**config.mk**
```make
export PLATFORM = sky130hd
export DESIGN_NAME = slot_allocator_with_wait_queue
export DESIGN_NICKNAME = d
export VERILOG_FILES = /design/src/rtl/sawq_pkg.sv /design/src/rtl/sawq_datapath.sv /design/src/rtl/sawq_ctrl.sv /design/src/rtl/slot_allocator_with_wait_queue.sv
export SDC_FILE = /design/constraint.sdc
export NUM_CORES = 2
export LEC_CHECK = 0
export BUFFER_PORTS_ARGS = -buffer_cell sky130_fd_sc_hd__buf_2
export CAP_MARGIN = 20
export CORE_UTILIZATION = 38
export CTS_CLUSTER_DIAMETER = 200
export DETAILED_ROUTE_END_ITERATION = 10
export MAX_ROUTING_LAYER = met4
export PLACE_DENSITY_LB_ADDON = 0.15
export SYNTH_ARGS = -nofsm -noshare
export SYNTH_HDL_FRONTEND = slang
export SYNTH_SLANG_ARGS = --single-unit
```
**constraint.sdc**
```tcl
create_clock -name clk -period 5.8 [get_ports clk]
set_clock_uncertainty 0.1 [all_clocks]
set_input_delay 0 -clock clk [delete_from_list [all_inputs] [get_ports clk]]
set_output_delay 0 -clock clk [all_outputs]
set_load 0.01 [all_outputs]
```
**src/rtl/sawq_pkg.sv**
```systemverilog
// Shared types, constants and command/status structs of the slot allocator.
package sawq_pkg;

  localparam int SLOTS_DEF      = 16;
  localparam int WAIT_DEPTH_DEF = 32;
  localparam int ID_W           = 17;
  localparam int CFG_W          = 5;
  localparam int SLOT_OUT_W     = 4;

  localparam logic [CFG_W-1:0] ACTIVE_RESET = CFG_W'(16);

  typedef enum logic [2:0] {
    ST_ALLOCATED = 3'd0,
    ST_QUEUED    = 3'd1,
    ST_DUPLICATE = 3'd2,
    ST_QFULL     = 3'd3,
    ST_RELEASED  = 3'd4,
    ST_WITHDRAWN = 3'd5,
    ST_NOTFOUND  = 3'd6
  } status_t;

  typedef enum logic {
    MODE_ARRIVE = 1'b0,
    MODE_DEPART = 1'b1
  } mode_t;

  typedef struct packed {
    logic            mode;
    logic [ID_W-1:0] requester_id;
  } request_t;

  typedef struct packed {
    status_t               status;
    logic [SLOT_OUT_W-1:0] slot_index;
    logic [ID_W-1:0]       result_id;
    logic                  last;
  } result_t;

  // Datapath operations issued by the controller
  typedef enum logic [2:0] {
    ACT_NONE,
    ACT_ALLOC,
    ACT_PROMOTE,
    ACT_PUSH,
    ACT_RELEASE,
    ACT_WITHDRAW
  } action_t;

  typedef struct packed {
    logic    latch;
    logic    scan;
    action_t action;
    logic    emit;
    status_t status;
    logic    last;
  } cmd_t;

  typedef struct packed {
    logic mode;
    logic owner_found;
    logic wait_found;
    logic free_found;
    logic q_empty;
    logic q_full;
  } sts_t;

endpackage

```
**src/rtl/sawq_datapath.sv**
```systemverilog
// Datapath: slot table, wait queue, match/search vectors and result register.
module sawq_datapath
  import sawq_pkg::*;
#(
  parameter int SLOTS      = SLOTS_DEF,
  parameter int WAIT_DEPTH = WAIT_DEPTH_DEF
) (
  input  logic             clk,
  input  logic             rst,
  input  logic             cfg_we,
  input  logic [CFG_W-1:0] cfg_data,
  input  request_t         request,
  input  cmd_t             cmd,
  output sts_t             sts,
  output result_t          result
);

  localparam int SIW = (SLOTS > 1) ? $clog2(SLOTS) : 1;
  localparam int WIW = (WAIT_DEPTH > 1) ? $clog2(WAIT_DEPTH) : 1;
  localparam int WCW = $clog2(WAIT_DEPTH + 1);

  logic [CFG_W-1:0] active_slots;
  logic [SLOTS-1:0] slot_busy;
  logic [ID_W-1:0]  slot_owner [SLOTS];
  logic [ID_W-1:0]  wait_entries [WAIT_DEPTH];
  logic [WCW-1:0]   wait_count;
  request_t         req;
  result_t          res;

  logic [SLOTS-1:0]      owner_hit, owner_hit_q;
  logic [SLOTS-1:0]      free_vec, free_vec_q;
  logic [WAIT_DEPTH-1:0] wait_hit, wait_hit_q;

  logic [SIW-1:0] owner_pos, free_pos;
  logic [WIW-1:0] wait_pos, rm_pos;
  logic [SIW+SLOT_OUT_W-1:0] slot_ext;
  logic [ID_W-1:0] emit_id;

  // Parallel match against the latched ID
  for (genvar i = 0; i < SLOTS; i++) begin : g_slot
    assign owner_hit[i] = slot_busy[i] && (int'(active_slots) > i) &&
                          (slot_owner[i] == req.requester_id);
    assign free_vec[i]  = !slot_busy[i] && (int'(active_slots) > i);
  end

  for (genvar j = 0; j < WAIT_DEPTH; j++) begin : g_wait
    assign wait_hit[j] = (WCW'(j) < wait_count) &&
                         (wait_entries[j] == req.requester_id);
  end

  // Lowest-index pick from the registered vectors
  always_comb begin
    owner_pos = '0;
    free_pos  = '0;
    for (int i = SLOTS - 1; i >= 0; i--) begin
      if (owner_hit_q[i]) owner_pos = SIW'(i);
      if (free_vec_q[i])  free_pos  = SIW'(i);
    end
  end

  always_comb begin
    wait_pos = '0;
    for (int j = WAIT_DEPTH - 1; j >= 0; j--) begin
      if (wait_hit_q[j]) wait_pos = WIW'(j);
    end
  end

  assign rm_pos = (cmd.action == ACT_PROMOTE) ? '0 : wait_pos;

  always_comb begin
    case (cmd.action)
      ACT_ALLOC, ACT_PROMOTE: slot_ext = {{SLOT_OUT_W{1'b0}}, free_pos};
      ACT_RELEASE:            slot_ext = {{SLOT_OUT_W{1'b0}}, owner_pos};
      default:                slot_ext = '0;
    endcase
  end

  assign emit_id = (cmd.action == ACT_PROMOTE) ? wait_entries[0] : req.requester_id;

  assign sts.mode        = req.mode;
  assign sts.owner_found = |owner_hit_q;
  assign sts.wait_found  = |wait_hit_q;
  assign sts.free_found  = |free_vec_q;
  assign sts.q_empty     = (wait_count == '0);
  assign sts.q_full      = (wait_count == WCW'(WAIT_DEPTH));

  assign result = res;

  // Control state
  always_ff @(posedge clk) begin
    if (rst) begin
      active_slots <= ACTIVE_RESET;
      slot_busy    <= '0;
      wait_count   <= '0;
    end else begin
      if (cfg_we) active_slots <= cfg_data;
      case (cmd.action)
        ACT_ALLOC: slot_busy[free_pos] <= 1'b1;
        ACT_PROMOTE: begin
          slot_busy[free_pos] <= 1'b1;
          wait_count          <= wait_count - 1'b1;
        end
        ACT_PUSH:     wait_count <= wait_count + 1'b1;
        ACT_RELEASE:  slot_busy[owner_pos] <= 1'b0;
        ACT_WITHDRAW: wait_count <= wait_count - 1'b1;
        default: ;
      endcase
    end
  end

  // Payload storage
  always_ff @(posedge clk) begin
    if (cmd.latch) req <= request;
    if (cmd.scan) begin
      owner_hit_q <= owner_hit;
      free_vec_q  <= free_vec;
      wait_hit_q  <= wait_hit;
    end
    if (cmd.action == ACT_ALLOC || cmd.action == ACT_PROMOTE) begin
      slot_owner[free_pos] <= emit_id;
    end
    // close the gap left by a pop or a withdrawal
    for (int j = 0; j < WAIT_DEPTH - 1; j++) begin
      if ((cmd.action == ACT_PROMOTE || cmd.action == ACT_WITHDRAW) &&
          WIW'(j) >= rm_pos) begin
        wait_entries[j] <= wait_entries[j+1];
      end
    end
    for (int j = 0; j < WAIT_DEPTH; j++) begin
      if (cmd.action == ACT_PUSH && wait_count == WCW'(j)) begin
        wait_entries[j] <= req.requester_id;
      end
    end
    if (cmd.emit) begin
      res.status     <= cmd.status;
      res.slot_index <= slot_ext[SLOT_OUT_W-1:0];
      res.result_id  <= emit_id;
      res.last       <= cmd.last;
    end
  end

endmodule

```
**src/rtl/sawq_ctrl.sv**
```systemverilog
// Controller: sequences latch, scan and decision steps of each request.
module sawq_ctrl
  import sawq_pkg::*;
(
  input  logic clk,
  input  logic rst,
  input  logic start,
  input  sts_t sts,
  output logic busy,
  output logic result_valid,
  output cmd_t cmd
);

  typedef enum logic [1:0] {
    S_IDLE,
    S_SCAN,
    S_DECIDE
  } state_t;

  state_t state, state_next;
  logic   second;

  assign busy = (state != S_IDLE);

  always_comb begin
    cmd        = '0;
    cmd.action = ACT_NONE;
    cmd.status = ST_ALLOCATED;
    state_next = state;
    case (state)
      S_IDLE: begin
        cmd.latch = start;
        if (start) state_next = S_SCAN;
      end
      S_SCAN: begin
        cmd.scan   = 1'b1;
        state_next = S_DECIDE;
      end
      S_DECIDE: begin
        cmd.emit = 1'b1;
        cmd.last = 1'b1;
        if (sts.mode == MODE_ARRIVE) begin
          if (!second && (sts.owner_found || sts.wait_found)) begin
            cmd.status = ST_DUPLICATE;
          end else if (!second && !sts.q_empty && sts.free_found) begin
            // head of queue goes first, then rescan for the newcomer
            cmd.action = ACT_PROMOTE;
            cmd.status = ST_ALLOCATED;
            cmd.last   = 1'b0;
          end else if (sts.q_empty && sts.free_found) begin
            cmd.action = ACT_ALLOC;
            cmd.status = ST_ALLOCATED;
          end else if (!sts.q_full) begin
            cmd.action = ACT_PUSH;
            cmd.status = ST_QUEUED;
          end else begin
            cmd.status = ST_QFULL;
          end
        end else begin
          if (second) begin
            cmd.action = ACT_PROMOTE;
            cmd.status = ST_ALLOCATED;
          end else if (sts.owner_found) begin
            cmd.action = ACT_RELEASE;
            cmd.status = ST_RELEASED;
            cmd.last   = sts.q_empty;
          end else if (sts.wait_found) begin
            cmd.action = ACT_WITHDRAW;
            cmd.status = ST_WITHDRAWN;
          end else begin
            cmd.status = ST_NOTFOUND;
          end
        end
        state_next = cmd.last ? S_IDLE : S_SCAN;
      end
      default: state_next = S_IDLE;
    endcase
  end

  always_ff @(posedge clk) begin
    if (rst) begin
      state        <= S_IDLE;
      second       <= 1'b0;
      result_valid <= 1'b0;
    end else begin
      state        <= state_next;
      result_valid <= cmd.emit;
      if (state == S_IDLE) begin
        second <= 1'b0;
      end else if (cmd.emit && !cmd.last) begin
        second <= 1'b1;
      end
    end
  end

endmodule

```
**src/rtl/slot_allocator_with_wait_queue.sv**
```systemverilog
// Top level of the slot allocator with FIFO wait queue.
//
// Keeps a pool of SLOTS slots, each free or held by a requester ID, and a
// first-in first-out wait queue of up to WAIT_DEPTH IDs. A request is taken
// at a clock edge where start is high and busy is low. An arrive request is
// rejected as a duplicate if the ID already holds a slot or waits; otherwise
// it takes the lowest free slot, or joins the queue (queue full gives its own
// status). A depart request frees the ID's slot and then moves the queue head
// into the lowest free slot, or withdraws a waiting ID and closes the gap; an
// unknown ID reports not-found. Each request gives one or two results. Each
// result sits on the result port for exactly one cycle, marked by
// result_valid, and must be taken then: there is no way to hold it off.
// The final result of a request has last set.
// Sequence: a request keeps busy high after acceptance through its steps (latch
// and match, then decide); a request that also promotes a waiter matches and
// decides again, since the slot and queue match vectors are rebuilt after the promotion.
// The next request can be accepted in the cycle its last result is shown.
// active_slots (reset 16) limits the usable slots to 0 .. active_slots-1;
// values above SLOTS act as SLOTS and 0 makes every arrival queue. Write it
// only while busy is low and no result is pending.
module slot_allocator_with_wait_queue
  import sawq_pkg::*;
#(
  parameter int SLOTS      = SLOTS_DEF,
  parameter int WAIT_DEPTH = WAIT_DEPTH_DEF
) (
  input  logic             clk,
  input  logic             rst,
  input  logic             cfg_we,
  input  logic [CFG_W-1:0] cfg_data,
  input  logic             start,
  input  request_t         request,
  output logic             busy,
  output logic             result_valid,
  output result_t          result
);

  cmd_t cmd;
  sts_t sts;

  // sequencing of each request
  sawq_ctrl u_ctrl (
    .clk          (clk),
    .rst          (rst),
    .start        (start),
    .sts          (sts),
    .busy         (busy),
    .result_valid (result_valid),
    .cmd          (cmd)
  );

  // slot table, wait queue and result register
  sawq_datapath #(
    .SLOTS      (SLOTS),
    .WAIT_DEPTH (WAIT_DEPTH)
  ) u_datapath (
    .clk      (clk),
    .rst      (rst),
    .cfg_we   (cfg_we),
    .cfg_data (cfg_data),
    .request  (request),
    .cmd      (cmd),
    .sts      (sts),
    .result   (result)
  );

endmodule
```
# == After elaboration in Yosys (flattened, before gate mapping) ==
# Memories as Yosys holds them, arrays and structs flattened.
# Index checks and enable logic that the tools add are counted.
# op_classes
add_sub_neg,2
magnitude_cmp,83
eq_ne,88
muxes,262
bitwise_logic,34
reduce_logical,184
# op_table
op,count
== test 17 bit,48
2-to-1 mux 17 bit,33
2-to-1 mux 5 bit,34
logical AND 1 bit,150
2-to-1 mux 1 bit,138
2-to-1 mux 4 bit,34
"== test 6 x 5 -> 1 bit, second input constant",16
"< comparator 5 x 6 -> 1 bit, first input constant",16
"greater-or-equal comparator 5 bit, first input constant",15
"== test 6 x 4 -> 1 bit, second input constant",8
"< comparator 4 x 6 -> 1 bit, first input constant",8
"greater-or-equal comparator 4 x 5 -> 1 bit, first input constant",8
"greater-than comparator 5 x 4 -> 1 bit, second input constant",8
case mux 16 bit (2 select lines),1
OR reduction 16 bit,2
OR reduction 32 bit,1
bitwise OR 1 bit,31
2-to-1 mux 3 bit,10
"== test 6 x 3 -> 1 bit, second input constant",4
"< comparator 3 x 6 -> 1 bit, first input constant",4
"greater-or-equal comparator 3 x 5 -> 1 bit, first input constant",4
"greater-than comparator 5 x 3 -> 1 bit, second input constant",4
logical NOT 1 bit,19
OR reduction 17 bit,1
33 further kinds,56
# totals
regBits,138
ram_bits,816
input_bits,27
out_inout_bits,27
word_cells,670
memories,2
# mem_list
name,depth,width,read_ports,rd_ports_with_merged_regs,wr,line,source
u_datapath.wait_entries,32,17,32,0,31,sawq_datapath.sv:25,logic [ID_W-1:0] wait_entries [WAIT_DEPTH];
u_datapath.slot_owner,16,17,16,0,1,sawq_datapath.sv:24,logic [ID_W-1:0] slot_owner [SLOTS];

# == Longest topological paths before layout ==
# logic_depth
ltp_word,39
depth_mapped,14
depth_no_buf,9

# == By module ==
# Synthesis repeated with hierarchy kept, for this count alone.
# hier_totals
cells_unflattened,3363
hier_area_um2,47350.4
# by_module_without_submodules
module,n_inst,cells_per_inst,area_per_inst_um2,seq_area_each_um2
sawq_datapath,1,3312,46981.3,28257.1
sawq_ctrl,1,51,369.1,80.1

# == Worst setup path before layout ==
# No wires, ideal clock.
# synth_timing
kind,register to register
startpoint,reg u_datapath.wait_count[1]
endpoint,"mem u_datapath.slot_owner[12][0], enable pin"
setup_ps,412
arrival_time_ps,4017
t_required_ps,5288
slack_ps,1271
path_stages_with_launch,11
n_path_buf,1
synth_period_minus_slack_ps,4529
cell_sequence,dfxtp_1 -> clkbuf_1 -> inv_1 -> ha_1 -> nor3b_2 -> nand2_1 -> o21ai_1 -> a21oi_1 -> o41ai_2 -> nand3_2 -> nor3_1
# synth_between
elab_chain_len,12
word_cells_on_any_way,17
classes_between,eq/ne (3); mux (8); reduce/logical (6)
# synth_lines
item,line,source
start: declaration,sawq_datapath.sv:26,logic [WCW-1:0] wait_count;
start signal: assignment,sawq_datapath.sv:101,wait_count <= wait_count - 1'b1;
start signal: assignment,sawq_datapath.sv:103,ACT_PUSH: wait_count <= wait_count + 1'b1;
start signal: assignment,sawq_datapath.sv:105,ACT_WITHDRAW: wait_count <= wait_count - 1'b1;
"parallel branches: the longest is 4 deep, another holds == test 6 bit",-,
2-to-1 mux 3 bit (*),sawq_ctrl.sv:45,end else if (!second && !sts.q_empty && sts.free_found) begin
2-to-1 mux 3 bit (*),sawq_ctrl.sv:43,if (!second && (sts.owner_found || sts.wait_found)) begin
2-to-1 mux 3 bit (*),sawq_ctrl.sv:42,if (sts.mode == MODE_ARRIVE) begin
2-to-1 mux 8 bit (*),sawq_ctrl.sv:30,case (state)
== test 3 x 1 -> 1 bit / == test 3 x 2 -> 1 bit (equally long branches),sawq_datapath.sv:119,if (cmd.action == ACT_ALLOC || cmd.action == ACT_PROMOTE) begin
logical OR 1 bit (*),sawq_datapath.sv:119,
2-to-1 mux 1 bit (*),sawq_datapath.sv:119,
2-to-1 mux 1 bit (not written as such) (*),sawq_datapath.sv:120,slot_owner[free_pos] <= emit_id;
end: declaration,sawq_datapath.sv:24,
# Mark *: on every way between the ends.

==> impl_metrics.csv <==
group,metric,value,unit
synth,yosys_most_used_dff,"sky130_fd_sc_hd__edfxtp_1",
timing,setup_viol_count_final,0,
placed_design,pre_cts_ws,0.994,ns
floorplanning,dieHeight,356,um
route,vias,28300,
placed_design,port-buffer-count,53,
global_route,grt_max_degree,72,
placed_design,dpl_wire_length,89.1,mm
route,route.detailed.wl_per_inst,25.9,um
global_route,initial_antenna_violation_count,5,
worst_setup_path,crit_path_cell_chain,"nor4_1, nand4_1, nor3_2, a31oi_2, nand2_1, o31a_1, o21bai_1, buf_4",
worst_setup_path,cp.depth,8,
synth,post-synth-top-count-cell,"sky130_fd_sc_hd__edfxtp_1",
synth,post_synth.cell_area_avg,14.1,um^2
synth,post-synth-top-area-fraction,58.2,%
synth,yosysTopAreaCell,"sky130_fd_sc_hd__edfxtp_1",
synth,netlist_instances,3386,
floorplanning,io_pins,54,
timing,slew-limit-headroom,19.3,%
synth,yosys-top-cells-area,"sky130_fd_sc_hd__edfxtp_1, sky130_fd_sc_hd__mux2_2, sky130_fd_sc_hd__xnor2_1, sky130_fd_sc_hd__xor2_1, sky130_fd_sc_hd__nor4_1",
synth,synth.yosys.warnings,0,
floorplanning,floorplan.initialDensity,38.4,%
timing,final-hold-violation-count,0,
worst_setup_path,timing.critical_path.slowest_cell_delay,0.82,ns
synth,synth.net_count,3417,
status,status,"finished, violations left",
worst_setup_path,critical_path.endpoint_type,"flop",
timing,tightest_slew,1.21,ns
timing,timing.hold.ws,0.371,ns
synth,synth.cells.most_frequent,"sky130_fd_sc_hd__edfxtp_1, sky130_fd_sc_hd__mux2_2, sky130_fd_sc_hd__xnor2_1",
worst_setup_path,timing.setup.critical_path_class,"flop to flop",
worst_setup_path,worst_r2r_path_depth,8,
worst_setup_path,worst_ep_arrival_time,5.06,ns
floorplanning,placeableCoreArea,124000,um^2
worst_hold_path,worst_hold_path_class,"input port to flop",
layout,fillCellCount,11100,
route,firstDrtPassIters,8,
route,final_routed_wirelength,136,mm
timing,setup_tns,0,ns
global_route,vias_in_the_first_global_route,29400,
timing,maxSlewViolCount,0,
clock_tree,worst_skew_pair.late_latency,0.71,ns
route,drt-initial-drc-count,2290,
clock_tree,htree_levels,3,
layout,area.growth.synth_to_final,13.9,%
synth,async_reset_ff_share,0,%
timing,finalWorstPathRequiredPeriod,4.78,ns
route,post-route-drc-count,9,
global_route,gr-total-overflow,0,
synth,synth-edff-count,923,
worst_hold_path,min_delay_path_depth,4,
power,powerDensity,279,nW/um^2
worst_setup_path,startpoint_type,"flop",
global_route,gr-usage-all-layers,22.0,%
route,vias_per_cell,5.40,
synth,ys_ff_latch,954,
placed_design,post-place-cells,4987,
timing,setup_ws,1.02,ns
floorplanning,num_rows,129,
worst_setup_path,cp.buffers_inverters,1,
clock_tree,cts_buffers,107,
timing,post-route-period-util,82.5,%
run,drv.max_cap_violation_count,0,
floorplanning,dieArea,127000,um^2
timing,rsz0062_at_grt,"no",
placed_design,gp_routability_congestion,0.899,
clock_tree,cts.clk_slew.worst_paths,0.06,ns
worst_setup_path,worstPathRequired,6.07,ns
layout,final_layout_size_suffix_gt1_share,25.3,%
timing,max_clock_freq,209,MHz
synth,synth_seq_area_share,59.5,%
worst_setup_path,critPathMaxFanout,18,
floorplanning,die_x,356,um
synth,synthesis.area,47600,um^2
clock_tree,longest_clk_path_bufs,3,
worst_setup_path,timing.critical_path.slowest_stage_cell,"sky130_fd_sc_hd__o31a_1",
clock_tree,cts_tree,"yes",
status,violations,"DRC",
global_route,grt_first_pass_wirelength,201,mm
layout,layoutNonFillerInstCount,5240,
synth,synth.distinct_cells,80,
power,power_leakage,17.3,nW
power,worst_ir_drop_vdd,0.205,mV
layout,final_util,43.7,%
clock_tree,cts.sink_count,954,
layout,layout.nets,3549,
clock_tree,cts_root_buf,"sky130_fd_sc_hd__clkbuf_16",
route,number_of_nets_still_failing_antenna_checks_after_routing,0,
worst_setup_path,timing.critical_path.max_delay_family,"simple AND/OR/NAND/NOR gates",
-- path summary, 6_finish.rpt --
check	slack (ns)	endpoint	startpoint
setup / recovery	1.02	u_datapath.wait_entries[5][29]	u_datapath.wait_hit_q[4]
hold / removal	0.37	u_datapath.wait_count[0]	rst
setup reg to reg	1.02	u_datapath.wait_entries[5][29]	u_datapath.wait_hit_q[4]
hold reg to reg	0.42	u_datapath.slot_busy[2]	u_datapath.slot_busy[2]
-- cells in the final DEF, fill, tap and decap left out, types with 18 or more instances in the layout --
master                            n
sky130_fd_sc_hd__nor2_1          86
sky130_fd_sc_hd__o21ai_0         26
sky130_fd_sc_hd__nand4_1        113
sky130_fd_sc_hd__clkbuf_16      109
sky130_fd_sc_hd__nor4_1         144
sky130_fd_sc_hd__nor3_1          30
sky130_fd_sc_hd__edfxtp_1       923
sky130_fd_sc_hd__xnor2_1        449
sky130_fd_sc_hd__buf_4          119
sky130_fd_sc_hd__dlygate4sd3_1   58
sky130_fd_sc_hd__inv_1           22
sky130_fd_sc_hd__nand3_1         51
sky130_fd_sc_hd__xor2_1         369
sky130_fd_sc_hd__dfxtp_1         31
sky130_fd_sc_hd__clkinv_1        23
sky130_fd_sc_hd__mux2_4          18
sky130_fd_sc_hd__mux2_2         506
sky130_fd_sc_hd__nand2_1        111
sky130_fd_sc_hd__clkbuf_1        30
sky130_fd_sc_hd__a21oi_1         36
sky130_fd_sc_hd__buf_2           53
-- per-layer routing --
layer	global-route usage, %	up-vias	routed length, um
met2	35.6	749	65500
met4	5.25	0	2920
met3	2.81	178	6420
met1	29.3	14500	60900
met5	-	-	0
li1	-	12800	-
-- cells by family (layout without fill, tap and decap cells) --
kind of cell	after synthesis	after routing	share of synthesized area [%]
compound gates	192	192	2.89
xor+xnor	818	818	15.0
fa+ha+maj	4	4	0.105
buf+inv	248	463	2.19
flops	954	954	59.5
mux	535	535	12.8
other cells	0	2	0
simple gates	635	635	7.45
-- worst min-delay path: stages --
cell and delay, ns:
sky130_fd_sc_hd__dlygate4sd3_1 0.58, sky130_fd_sc_hd__buf_2 0.14, sky130_fd_sc_hd__buf_4 0.25, sky130_fd_sc_hd__nor2_1 0.15
-- power by group --
group	internal, mW	switching, mW
Clock	3.67	2.83
Combinational	0.382	0.649
Sequential	7.56	0.0506
-- cell type report --
class | count | area, um^2 | share of cell area, %
sequential | 954 | 28300 | 52.3
clock inverter | 53 | 459 | 0.847
antenna | 2 | 5.00 | 0.00923
inverter | 22 | 82.6 | 0.152
tap | 1637 | 2050 | 3.78
clock buffer | 139 | 2840 | 5.24
multi-input combinational | 2184 | 18300 | 33.8
timing repair buffer | 249 | 2110 | 3.90
-- flip-flops by register name (all words and copies together) (netlist names) --
| signal | count |
|---|---|
| u_datapath.slot_busy | 16 |
| u_datapath.active_slots | 5 |
| u_ctrl.second | 1 |
| u_datapath.slot_owner | 272 |
| u_datapath.result | 25 |
| u_datapath.wait_hit_q | 32 |
| u_ctrl.result_valid | 1 |
| u_datapath.owner_hit_q | 16 |
| u_datapath.req | 17 |
| u_datapath.sts | 1 |
| u_datapath.free_vec_q | 16 |
| u_datapath.wait_entries | 544 |
| u_datapath.wait_count | 6 |
| u_ctrl.state | 2 |
-- stage by stage --
| stage | power [mW] | cell area [um^2] |
|---|---|---|
| finish | 15.1 | 54200 |
| global placement | 8.74 | 50200 |
| floorplan | 8.36 | 47600 |
| CTS | 15.3 | 54200 |
| global route | 15.6 | 54200 |
| detailed placement | 8.76 | 50300 |
-- timing repair --
| action | 4_1_cts | 5_1_grt |
|---|---|---|
| hold endpoints to repair | 63 | 0 |
| buffers inserted | 0 | 0 |
| gates resized for setup | 0 | 0 |
| hold buffers | 58 | 0 |
Power figures use the tool's default switching activity.
